==> src/sv/assert_macros.svh <==
// Assertion helpers for the RTL files.
// Clock and reset names follow the project convention: clk and rst_n.
`ifndef ASSERT_MACROS_SVH
`define ASSERT_MACROS_SVH

// Checked only while reset is released.
`define BL2_ASSERT(label, prop, msg) \
    label: assert property (@(posedge clk) disable iff (!rst_n) prop) else $error(msg);

// Checked at every clock edge, during reset as well.
`define BL2_ASSERT_ALWAYS(label, prop, msg) \
    label: assert property (@(posedge clk) prop) else $error(msg);

`endif

==> src/sv/bl2_pkg.sv <==
// ----------------------------------------------------------------------------
// bl2_pkg
// Types, constants and helper functions of the 2x2 all-set downsampler.
// ----------------------------------------------------------------------------
`default_nettype none

package bl2_pkg;

    localparam int MAX_WIDTH  = 4096;
    localparam int PAIR_DEPTH = MAX_WIDTH / 8;
    localparam int COL_W      = $clog2(PAIR_DEPTH);
    localparam int DIM_W      = 13;
    localparam int BPR_W      = DIM_W - 2;
    localparam int CNT_W      = ((COL_W > BPR_W) ? COL_W : BPR_W) + 1;
    localparam int HALF_W     = DIM_W - 1;
    localparam int FIRST_W    = CNT_W + 2;
    localparam int NIB_W      = 4;
    localparam int CFG_IDX_W  = 1;
    localparam int PACK_SHIFT = 7;

    localparam logic [DIM_W-1:0] WIDTH_RESET  = DIM_W'(8);
    localparam logic [DIM_W-1:0] HEIGHT_RESET = DIM_W'(8);

    typedef enum logic [CFG_IDX_W-1:0] {
        CFG_IMAGE_WIDTH,
        CFG_IMAGE_HEIGHT
    } cfg_index_t;

    // Control that travels with a request from the accept stage to the pack stage.
    typedef struct packed {
        logic              active;
        logic              last_in_row;
        logic              image_last;
        logic              row_end;
        logic [NIB_W-1:0]  nib;
        logic [NIB_W-1:0]  mask;
    } s1_ctl_t;

    // AND of each adjacent pixel pair, leftmost pair in bit 3.
    function automatic logic [NIB_W-1:0] pair_and(input logic [7:0] b);
        pair_and = {b[PACK_SHIFT] & b[6], b[5] & b[4], b[3] & b[2], b[1] & b[0]};
    endfunction

    // Keeps the leftmost n of the four pair positions.
    function automatic logic [NIB_W-1:0] nib_mask(input logic [2:0] n);
        logic [NIB_W-1:0] m;
        m = '1;
        case (n)
            3'd1:    m = 4'b1000;
            3'd2:    m = 4'b1100;
            3'd3:    m = 4'b1110;
            default: m = 4'b1111;
        endcase
        nib_mask = m;
    endfunction

endpackage

`default_nettype wire

==> src/sv/bl2_ram.sv <==
// ----------------------------------------------------------------------------
// bl2_ram
// Simple dual-port RAM: one write port, one read port with registered data.
// ----------------------------------------------------------------------------
`default_nettype none

module bl2_ram #(
    parameter int WIDTH = 4,
    parameter int DEPTH = 512
) (
    input  wire logic                     clk,
    input  wire logic                     wr_en,
    input  wire logic [$clog2(DEPTH)-1:0] wr_addr,
    input  wire logic [WIDTH-1:0]         wr_data,
    input  wire logic                     rd_en,
    input  wire logic [$clog2(DEPTH)-1:0] rd_addr,
    output logic      [WIDTH-1:0]         rd_data
);

    logic [WIDTH-1:0] mem [DEPTH];
    logic [WIDTH-1:0] rd_data_reg;

    always_ff @(posedge clk)
    begin
        if (wr_en)
        begin
            mem[wr_addr] <= wr_data;
        end
        if (rd_en)
        begin
            rd_data_reg <= mem[rd_addr];
        end
    end

    assign rd_data = rd_data_reg;

endmodule

`default_nettype wire

==> src/sv/bilevel_2x2_all_set_downsample.sv <==
// ----------------------------------------------------------------------------
// bilevel_2x2_all_set_downsample
// Halves a packed 1-bit raster: an output pixel is set when its 2x2 block is.
// ----------------------------------------------------------------------------
// Input requests carry one packed raster byte each (bit 7 leftmost), row by
// row, each row padded to a whole byte. Output requests carry packed bytes of
// the half-size image; out_last marks the final byte of an image. Both
// channels move a request on a clock edge where valid is high and stall low.
// Image width and height come from the write port and must only change while
// the block is idle. The block takes one input byte per cycle unless in_stall
// holds it. The edge that accepts a byte does the registered read of the pair
// line memory and loads the pack stage; the pack stage then packs into the
// output register when that register can take a byte. Even rows store four
// pair-ANDs per byte in that memory; odd rows read them back at the same
// column. Stalling the output holds the pack stage and, only while it holds a
// request, the input. Reset clears counters, the pack state and the output
// valid; the line memory needs no clearing pass, since every odd row reads
// only entries written by the row above it.
// ----------------------------------------------------------------------------
`default_nettype none

`include "assert_macros.svh"

module bilevel_2x2_all_set_downsample
    import bl2_pkg::*;
(
    input  wire logic                 clk,
    input  wire logic                 rst_n,
    input  wire logic                 cfg_we,
    input  wire logic [CFG_IDX_W-1:0] cfg_index,
    input  wire logic [DIM_W-1:0]     cfg_data,
    input  wire logic                 in_valid,
    output logic                      in_stall,
    input  wire logic [7:0]           in_byte,
    output logic                      out_valid,
    input  wire logic                 out_stall,
    output logic      [7:0]           out_byte,
    output logic                      out_last
);

    logic [DIM_W-1:0]   width_reg;
    logic [DIM_W-1:0]   height_reg;
    logic [COL_W-1:0]   column_reg;
    logic [COL_W-1:0]   column_next;
    logic [DIM_W-1:0]   row_reg;
    logic [DIM_W-1:0]   row_next;
    logic               s1_valid_reg;
    logic               s1_valid_next;
    s1_ctl_t            s1_reg;
    s1_ctl_t            s1_next;
    logic               pack_half_reg;
    logic               pack_half_next;
    logic [NIB_W-1:0]   pack_hi_reg;
    logic [NIB_W-1:0]   pack_hi_next;
    logic               out_valid_reg;
    logic               out_valid_next;
    logic [7:0]         out_byte_reg;
    logic [7:0]         out_byte_next;
    logic               out_last_reg;
    logic               out_last_next;

    logic               accept;
    logic               out_free;
    logic               s1_go;
    logic [DIM_W-1:0]   w_sat;
    logic [DIM_W:0]     w_round;
    logic [BPR_W-1:0]   bpr;
    logic [HALF_W-1:0]  half_w;
    logic [CNT_W-1:0]   c_ext;
    logic               row_end;
    logic [FIRST_W-1:0] first;
    logic [FIRST_W-1:0] half_ext;
    logic [FIRST_W-1:0] remain;
    logic               has_pix;
    logic               last_in_row;
    logic [2:0]         pix_count;
    logic [NIB_W-1:0]   nib;
    logic [DIM_W:0]     row_inc;
    logic [NIB_W-1:0]   ram_rd;
    logic [NIB_W-1:0]   bits;
    logic               emit;

    // Configuration registers.
    always_ff @(posedge clk or negedge rst_n)
    begin
        if (!rst_n)
        begin
            width_reg  <= WIDTH_RESET;
            height_reg <= HEIGHT_RESET;
        end
        else if (cfg_we)
        begin
            unique case (cfg_index)
                CFG_IMAGE_WIDTH:  width_reg  <= cfg_data;
                CFG_IMAGE_HEIGHT: height_reg <= cfg_data;
            endcase
        end
    end

    // Handshake: the pack stage moves whenever the output register can take a byte.
    assign out_free = !out_valid_reg || !out_stall;
    assign s1_go    = s1_valid_reg && out_free;
    assign in_stall = s1_valid_reg && !out_free;
    assign accept   = in_valid && !in_stall;

    // Accept stage: geometry of the current byte.
    always_comb
    begin
        w_sat = width_reg;
        if (32'(width_reg) > MAX_WIDTH)
        begin
            w_sat = DIM_W'(MAX_WIDTH);
        end
        w_round = {1'b0, w_sat} + (DIM_W + 1)'(7);
        bpr     = BPR_W'(w_round >> 3);
        if (bpr == '0)
        begin
            bpr = BPR_W'(1);
        end
        half_w   = w_sat[DIM_W-1:1];
        c_ext    = CNT_W'(column_reg);
        row_end  = (c_ext + CNT_W'(1)) >= CNT_W'(bpr);
        first    = {c_ext, 2'b00};
        half_ext = FIRST_W'(half_w);
        has_pix  = first < half_ext;
        remain   = half_ext - first;
        last_in_row = remain <= FIRST_W'(4);
        pix_count = last_in_row ? remain[2:0] : 3'd4;
        nib       = pair_and(in_byte);

        s1_next.active      = row_reg[0] && (row_reg < height_reg) && has_pix;
        s1_next.last_in_row = last_in_row;
        s1_next.image_last  = (height_reg >= DIM_W'(2)) &&
                              (row_reg == ({height_reg[DIM_W-1:1], 1'b0} - DIM_W'(1)));
        s1_next.row_end     = row_end;
        s1_next.nib         = nib;
        s1_next.mask        = nib_mask(pix_count);

        row_inc     = {1'b0, row_reg} + (DIM_W + 1)'(1);
        column_next = column_reg;
        row_next    = row_reg;
        if (accept)
        begin
            if (row_end)
            begin
                column_next = '0;
                row_next    = (row_inc >= {1'b0, height_reg}) ? '0 : row_inc[DIM_W-1:0];
            end
            else
            begin
                column_next = column_reg + COL_W'(1);
            end
        end

        if (accept)
        begin
            s1_valid_next = 1'b1;
        end
        else if (s1_go)
        begin
            s1_valid_next = 1'b0;
        end
        else
        begin
            s1_valid_next = s1_valid_reg;
        end
    end

    // Even rows write their pair-ANDs; odd rows read the entry of the row above.
    bl2_ram #(
        .WIDTH (NIB_W),
        .DEPTH (PAIR_DEPTH)
    ) u_pair_line (
        .clk     (clk),
        .wr_en   (accept && !row_reg[0]),
        .wr_addr (column_reg),
        .wr_data (nib),
        .rd_en   (accept && row_reg[0]),
        .rd_addr (column_reg),
        .rd_data (ram_rd)
    );

    // Pack stage: two nibbles make one output byte, or one nibble at the end of a row.
    always_comb
    begin
        bits = s1_reg.nib & ram_rd & s1_reg.mask;
        emit = s1_reg.active && (pack_half_reg || s1_reg.last_in_row);

        pack_half_next = pack_half_reg;
        pack_hi_next   = pack_hi_reg;
        out_valid_next = out_valid_reg;
        out_byte_next  = out_byte_reg;
        out_last_next  = out_last_reg;

        if (out_valid_reg && !out_stall)
        begin
            out_valid_next = 1'b0;
        end

        if (s1_go)
        begin
            if (emit)
            begin
                out_valid_next = 1'b1;
                out_byte_next  = pack_half_reg ? {pack_hi_reg, bits} : {bits, 4'b0000};
                out_last_next  = s1_reg.last_in_row && s1_reg.image_last;
            end
            if (s1_reg.row_end || emit)
            begin
                pack_half_next = 1'b0;
            end
            else if (s1_reg.active)
            begin
                pack_half_next = 1'b1;
                pack_hi_next   = bits;
            end
        end
    end

    always_ff @(posedge clk or negedge rst_n)
    begin
        if (!rst_n)
        begin
            column_reg    <= '0;
            row_reg       <= '0;
            s1_valid_reg  <= 1'b0;
            pack_half_reg <= 1'b0;
            out_valid_reg <= 1'b0;
        end
        else
        begin
            column_reg    <= column_next;
            row_reg       <= row_next;
            s1_valid_reg  <= s1_valid_next;
            pack_half_reg <= pack_half_next;
            out_valid_reg <= out_valid_next;
        end
    end

    always_ff @(posedge clk)
    begin
        if (accept)
        begin
            s1_reg <= s1_next;
        end
        pack_hi_reg  <= pack_hi_next;
        out_byte_reg <= out_byte_next;
        out_last_reg <= out_last_next;
    end

    assign out_valid = out_valid_reg;
    assign out_byte  = out_byte_reg;
    assign out_last  = out_last_reg;

    // A request held in the pack stage is not lost while the output stalls.
    `BL2_ASSERT(a_s1_hold, s1_valid_reg && !s1_go |=> s1_valid_reg, "pack stage request dropped")
    // A half-built byte only appears after an active pack step.
    `BL2_ASSERT(a_half_src, $rose(pack_half_reg) |-> $past(s1_go && s1_reg.active), "stray half byte")
    // A half-built byte never survives into a new row.
    `BL2_ASSERT(a_half_row, pack_half_reg |-> s1_valid_reg || (column_reg != '0), "half byte at row start")
    // Reset leaves no result pending.
    `BL2_ASSERT_ALWAYS(a_rst_out, !rst_n |-> !out_valid_reg, "output valid during reset")

endmodule

`default_nettype wire

==> config.mk <==
export PLATFORM = sky130hd
export DESIGN_NAME = bilevel_2x2_all_set_downsample
export DESIGN_NICKNAME = d
export VERILOG_FILES = /design/src/sv/bl2_pkg.sv /design/src/sv/bl2_ram.sv /design/src/sv/bilevel_2x2_all_set_downsample.sv
export VERILOG_INCLUDE_DIRS = /design/src /design/src/sv
export SDC_FILE = /design/constraint.sdc
export NUM_CORES = 2
export LEC_CHECK = 0
export ABC_AREA = 1
export BUFFER_PORTS_ARGS = -buffer_cell sky130_fd_sc_hd__buf_4
export CORE_ASPECT_RATIO = 1.5
export CORE_UTILIZATION = 50
export CTS_CLUSTER_DIAMETER = 100
export DETAILED_ROUTE_END_ITERATION = 6
export PLACE_DENSITY = 0.77
export SETUP_SLACK_MARGIN = 0.5
export SLEW_MARGIN = 20
export SYNTH_ARGS = -nofsm -noshare
export SYNTH_HDL_FRONTEND = slang
export SYNTH_HIERARCHICAL = 1
export SYNTH_SLANG_ARGS = --single-unit
==> constraint.sdc <==
create_clock -name clk -period 8.2 [get_ports clk]
set_input_delay 0.41 -clock clk [delete_from_list [all_inputs] [get_ports clk]]
set_output_delay 0.41 -clock clk [all_outputs]
set_load 0.01 [all_outputs]
# [After elaboration in Yosys (flattened, before gate mapping)]
# Memory sizes are Yosys's and may differ from the RTL's. A register that Yosys moved wholly into a read port is not among the register bits.
# Index checks and enable logic that the tools add are counted.
[word_totals] regBits=76 ramBits=2048 memories=1 input_bits=27 wordCells=87 output_inout_bits=11
[mem_list] memory="u_pair_line.mem" depth=512 word_bits=4 rd=1 rd_ports_with_merged_regs=1 write_ports=1 line="bl2_ram.sv:20" source="logic [WIDTH-1:0] mem [DEPTH];"
[classes] order_cmp=7 n_addsub=6 bitwise=8 reduce_logical=28 n_eq_ne=4 muxes=16
[ops] cell="13-bit 2-to-1 mux" count=2
[ops] cell="13-bit by 1-bit adder with 14-bit output, second input constant" count=1
[ops] cell="13-bit by 3-bit adder with 14-bit output, second input constant" count=1
[ops] cell="14-bit by 13-bit >= comparator with 1-bit output" count=1
[ops] cell="14-bit by 3-bit <= comparator with 1-bit output, second input constant" count=1
[ops] cell="13-bit equality test" count=1
[ops] cell="13-bit by 2-bit >= comparator with 1-bit output, second input constant" count=1
[ops] cell="13-bit > comparator, second input constant" count=1
[ops] cell="13-bit < comparator" count=1
[ops] cell="12-bit by 11-bit subtractor with 13-bit output" count=1
[ops] cell="13-bit by 1-bit subtractor with 13-bit output, second input constant" count=1
[ops] cell="11-bit by 12-bit < comparator with 1-bit output" count=1
[ops] cell="10-bit by 11-bit >= comparator with 1-bit output" count=1
[ops] cell="1-bit logical AND" count=11
[ops] cell="11-bit logical NOT" count=1
[ops] cell="11-bit 2-to-1 mux" count=1
[ops] cell="9-bit by 1-bit adder with 10-bit output, second input constant" count=1
[ops] cell="2-bit AND reduction" count=5
[ops] cell="9-bit by 1-bit adder with 9-bit output, second input constant" count=1
[ops] cell="1-bit 2-to-1 mux" count=9
[ops] cell="9-bit 2-to-1 mux" count=1
[ops] cell="3-bit case mux with 3 select lines" count=1
[ops] cell="4-bit bitwise AND" count=2
[ops] cell="8-bit 2-to-1 mux" count=1
[ops] cell="9 further kinds" count=21

# [Longest topological paths before layout]
[logic_depth] depth_word=9 ltp_mapped=24 depth_no_buf=23

# [Hierarchy]
# Netlist, hierarchy kept.
[by_module_without_submodules] mod="bl2_ram" area_per_inst_um2=84443.5 n_inst=1 cells_per_inst=7292 seq_area_each_um2=61619.1
[by_module_without_submodules] mod="bilevel_2x2_all_set_downsample" area_per_inst_um2=5472.7 n_inst=1 cells_per_inst=737 seq_area_each_um2=1999.4

# [Worst setup path after synthesis]
# No wires, ideal clock.
[synth_path] kind="input-to-reg" from="input port in_byte[1]" to="register s1_reg[4] (netlist name) (data pin)" stages=2 path_buffers=0 arrival_time_ns=5.896 slack_ns=0.957 required_ns=6.853 setup_time_ns=1.347 cell_sequence="nand2_1 -> inv_1"
[synth_between] elab_chain_cells=1
[synth_rtl] element="start, declared" line="bilevel_2x2_all_set_downsample.sv:34" source="input wire logic [7:0] in_byte,"
[synth_rtl] element="1-bit bitwise AND" line="bl2_pkg.sv:41" source="pair_and = {b[PACK_SHIFT] & b[6], b[5] & b[4], b[3] & b[2], b[1] & b[0]};"
[synth_rtl] element="named net nib[0]" line="bilevel_2x2_all_set_downsample.sv:77" source="logic [NIB_W-1:0] nib;"
[synth_rtl] element="end signal, assigned" line="bilevel_2x2_all_set_downsample.sv:244" source="s1_reg <= s1_next;"
[synth_rtl] element="end, declared" line="bilevel_2x2_all_set_downsample.sv:49" source="s1_ctl_t s1_reg;"
# The timed path passes the listed nets, and every way through them passes these cells.
# A chain may end at the register's enable or synchronous reset.

# [Worst setup path in the final report]
[layout_path] from="register column_reg[1]" to="memory u_pair_line.mem[106][1], enable pin"
[layout_lines] element="start, declared" line="bilevel_2x2_all_set_downsample.sv:43" source="logic [COL_W-1:0] column_reg;"
[layout_lines] element="start signal, assigned" line="bilevel_2x2_all_set_downsample.sv:232" source="column_reg <= column_next;"
[layout_lines] element="end, declared" line="bl2_ram.sv:20"
# Straight into the memory's write port.

==> impl_metrics.toml <==
[logic_synthesis]
syn_area_um2 = 89900
yosys_register_bits = 2127
synth_nets = 8105
ys_types = 42
synth_seq_area_share = 0.708
yosysWarnings = 6
synth_edf_count = 2076
async_flop_share = 0.0240
syn_inst = 8029
syn_area_per_cell_um2 = 11.2
synth_top_flop_cell = "edfxtp_1"

[critical_path]
critPathMaxFanout = 80
cp-end-kind = "flop"
critPathTopFamily = "buffers and inverters"
worst_ep_required_time_ns = 8.65
crit_chain = "buf_4, inv_1, nor2_1, nand2_1, nor2_1, clkinv_2, buf_4, nor2_1"
slowest_stage = "dfrtp_4"
crit_top_cell = "nor2_1"
arrival_ns = 5.20
critPathMaxStageDelay_ns = 0.92
worst-setup-path-type = "flop to flop"
worstSetupStartpointType = "flop"
cp.buffers_inverters = 4
cp-startpoint = "column_reg[1]$_DFFE_PN0P_"
rr_startpoint = "column_reg[1]$_DFFE_PN0P_"

[global_routing]
first_global_vias = 61326
grt_max_degree = 242
grt_pass1_wl_um = 348000
antenna_found_initial = 2
grt_overflow_total = 0
grt_util_all_layers = 0.251

[run_status]
outcome = "finished with violations"
violations = "DRC"

[detailed_routing]
first_iter_violations = 7201
drtPass1Iterations = 7
drc = 8
wl_per_cell_um = 22.3
wl_um = 231000
dr_total_vias = 61241
ant_nets = 0
post_drt_via_cell_ratio = 5.93

[final_layout]
top_register = "u_pair_line/mem"
final_common_cell = "nand2_1"
final_layout_size_suffix_gt1_frac = 0.0517
layout_common_cells = "nand2_1, nand3_1, edfxtp_1, nor2_1, clkbuf_16"
area_delta_synth_final_pct = 8.03
largest_reg_flops = 2048
nNetsFinal = 7869
design_area_um2 = 97100
multi_input_area_um2 = 23100
fillers = 14323
seqCellArea_um2 = 63600

[clock_tree]
h-tree-depth = 4
cts.sinks = 2127
cts-root-buf = "clkbuf_16"
clk_pin_slew_worst_paths_ns = 0.07
cts_resized = 0
clkLatencyLatePin_ns = 0.81
clk_path_buf_depth = 4
post_cts_buffers = 0
cts_buffers = 182
cts_tree = "built"

[timing]
skew_ns = 0.0359
finalHoldViolations = 0
setup_viol = 0
slew_headroom = 0.162
worst_slew_pin_slew_ns = 1.26
fin_crit_ns = 4.76
fin_tns_setup_ns = 0
fmax_mhz = 210
slew_viol_final = 0
rsz0062_at_grt = "no"
min_period_over_period = 0.580

[die]
die-area_um2 = 182000
num_rows = 190
die_w_um = 348
dieHeight_um = 521
core_um2 = 179000
initial_core_util = 0.504
ioPinCount = 38

[power]
peakVddDrop_mv = 0.321
p_per_area_nw_per_um2 = 314
p_leak_nw = 34.1

[min_path]
hp-start = "in_valid"
min_path_type = "primary input to flop"

[run]
maxCapViolCount = 0

[placement]
routabilityCongestion = 0.882
portBuffers = 37
place_hpwl_um = 130000
placed_cell_area_um2 = 91300
metrics by stage:
stage	util	total power [W]	instances	worst slack [ns]	hold slack (ns)
after floorplan	-	0.0194	8029	0.957	0.114
after global placement	0.512	0.0219	9993	3.61	0.476
after detailed placement	0.512	0.0221	9993	3.65	0.476
after CTS	0.544	0.0303	10325	3.57	0.00704
after global routing	0.544	0.0317	10327	3.30	0.0646
final	0.544	0.0305	10327	3.44	0.0200
what timing repair did:
action / CTS / global route
endpoints found under the setup margin: 0 / 0
hold buffers: 15 / 0
endpoints found under the hold margin: 77 / 0
cells by family after synthesis:
kind of cell | after synthesis | share of synthesized area
AOI/OAI and AO/OA | 86 | 0.00526
xor gates and xnor gates | 32 | 0.00312
adders and majority gates | 49 | 0.00690
buffers and inverters | 709 | 0.0365
DFF | 2127 | 0.708
and+or+nand+nor | 5026 | 0.241
metal layers:
| layer | vias up | global-route usage | routed length, um |
|---|---|---|---|
| met5 | - | 0 | 12 |
| met4 | 2 | 0.185 | 18200 |
| met3 | 830 | 0.0354 | 20100 |
| met2 | 3412 | 0.433 | 115000 |
| met1 | 29395 | 0.284 | 77800 |
| li1 | 27602 | - | - |
path summary, 6_finish.rpt:
path                                                endpoint  slack [ns]  depth (start not counted)
setup / recovery           u_pair_line/mem[106][1]$_DFFE_PP_        3.44                          8
hold / removal                      s1_valid_reg$_DFFE_PN0P_        0.02                          3
setup reg to reg           u_pair_line/mem[106][1]$_DFFE_PP_        3.44                          8
hold reg to reg                    height_reg[1]$_DFFE_PN0P_        0.50                          2
max in group asynchronous          column_reg[3]$_DFFE_PN0P_        7.46                          2
min in group asynchronous             row_reg[4]$_DFFE_PN0P_        0.16                          2
worst reg2reg max path, cell delays in order (launching register included):
cell and delay [ns]:
dfrtp_4 0.92, buf_4 0.90, inv_1 0.18, nor2_1 0.18
nand2_1 0.09, nor2_1 0.46, clkinv_2 0.79, buf_4 0.53
nor2_1 0.35
synthesized netlist by cell type (2+ instances only):
| cell type | n | share of area |
|---|---|---|
| nand3_1 | 2086 | 0.12 |
| or2_2 | 5 | 0.00035 |
| buf_1 | 80 | 0.0033 |
| inv_2 | 7 | 0.00029 |
| o21ai_0 | 45 | 0.0025 |
| clkbuf_1 | 133 | 0.0056 |
| nand2_2 | 6 | 0.00042 |
| o21bai_1 | 2 | 0.00017 |
| nor2_1 | 585 | 0.024 |
| xor2_1 | 26 | 0.0025 |
| edfxtp_1 | 2076 | 0.69 |
| nor2_2 | 2 | 0.00014 |
| nand2_1 | 2287 | 0.095 |
| xnor2_1 | 6 | 0.00058 |
| nand3_2 | 4 | 0.00045 |
| nor4_1 | 2 | 0.00014 |
| buf_4 | 38 | 0.0032 |
| a211oi_1 | 4 | 0.00033 |
| inv_1 | 159 | 0.0066 |
| o22ai_1 | 2 | 0.00014 |
| a21o_1 | 3 | 0.00025 |
| dfstp_2 | 2 | 0.00058 |
| buf_2 | 273 | 0.015 |
| nor3_1 | 23 | 0.0013 |
| ha_1 | 48 | 0.0067 |
| buf_6 | 18 | 0.0023 |
| nand4_1 | 21 | 0.0015 |
| dfrtp_1 | 49 | 0.014 |
| a21oi_1 | 24 | 0.0013 |
cell type report:
class | count | area share
flip-flops and latches | 2127 | 0.655
multi-input cells | 5193 | 0.237
clock buffers | 222 | 0.0497
well taps | 2400 | 0.0309
repair buffers | 122 | 0.0117
clock inverters | 95 | 0.00799
inverters | 167 | 0.00712
diodes | 1 | 0.0000258
report_power, final:
group | switching, W | internal (W)
logic | 0.00717 | 0.00262
registers | 0.000346 | 0.0121
clock network | 0.00370 | 0.00456
total | 0.0112 | 0.0192
No activity file was read; power rests on OpenSTA's default activity.
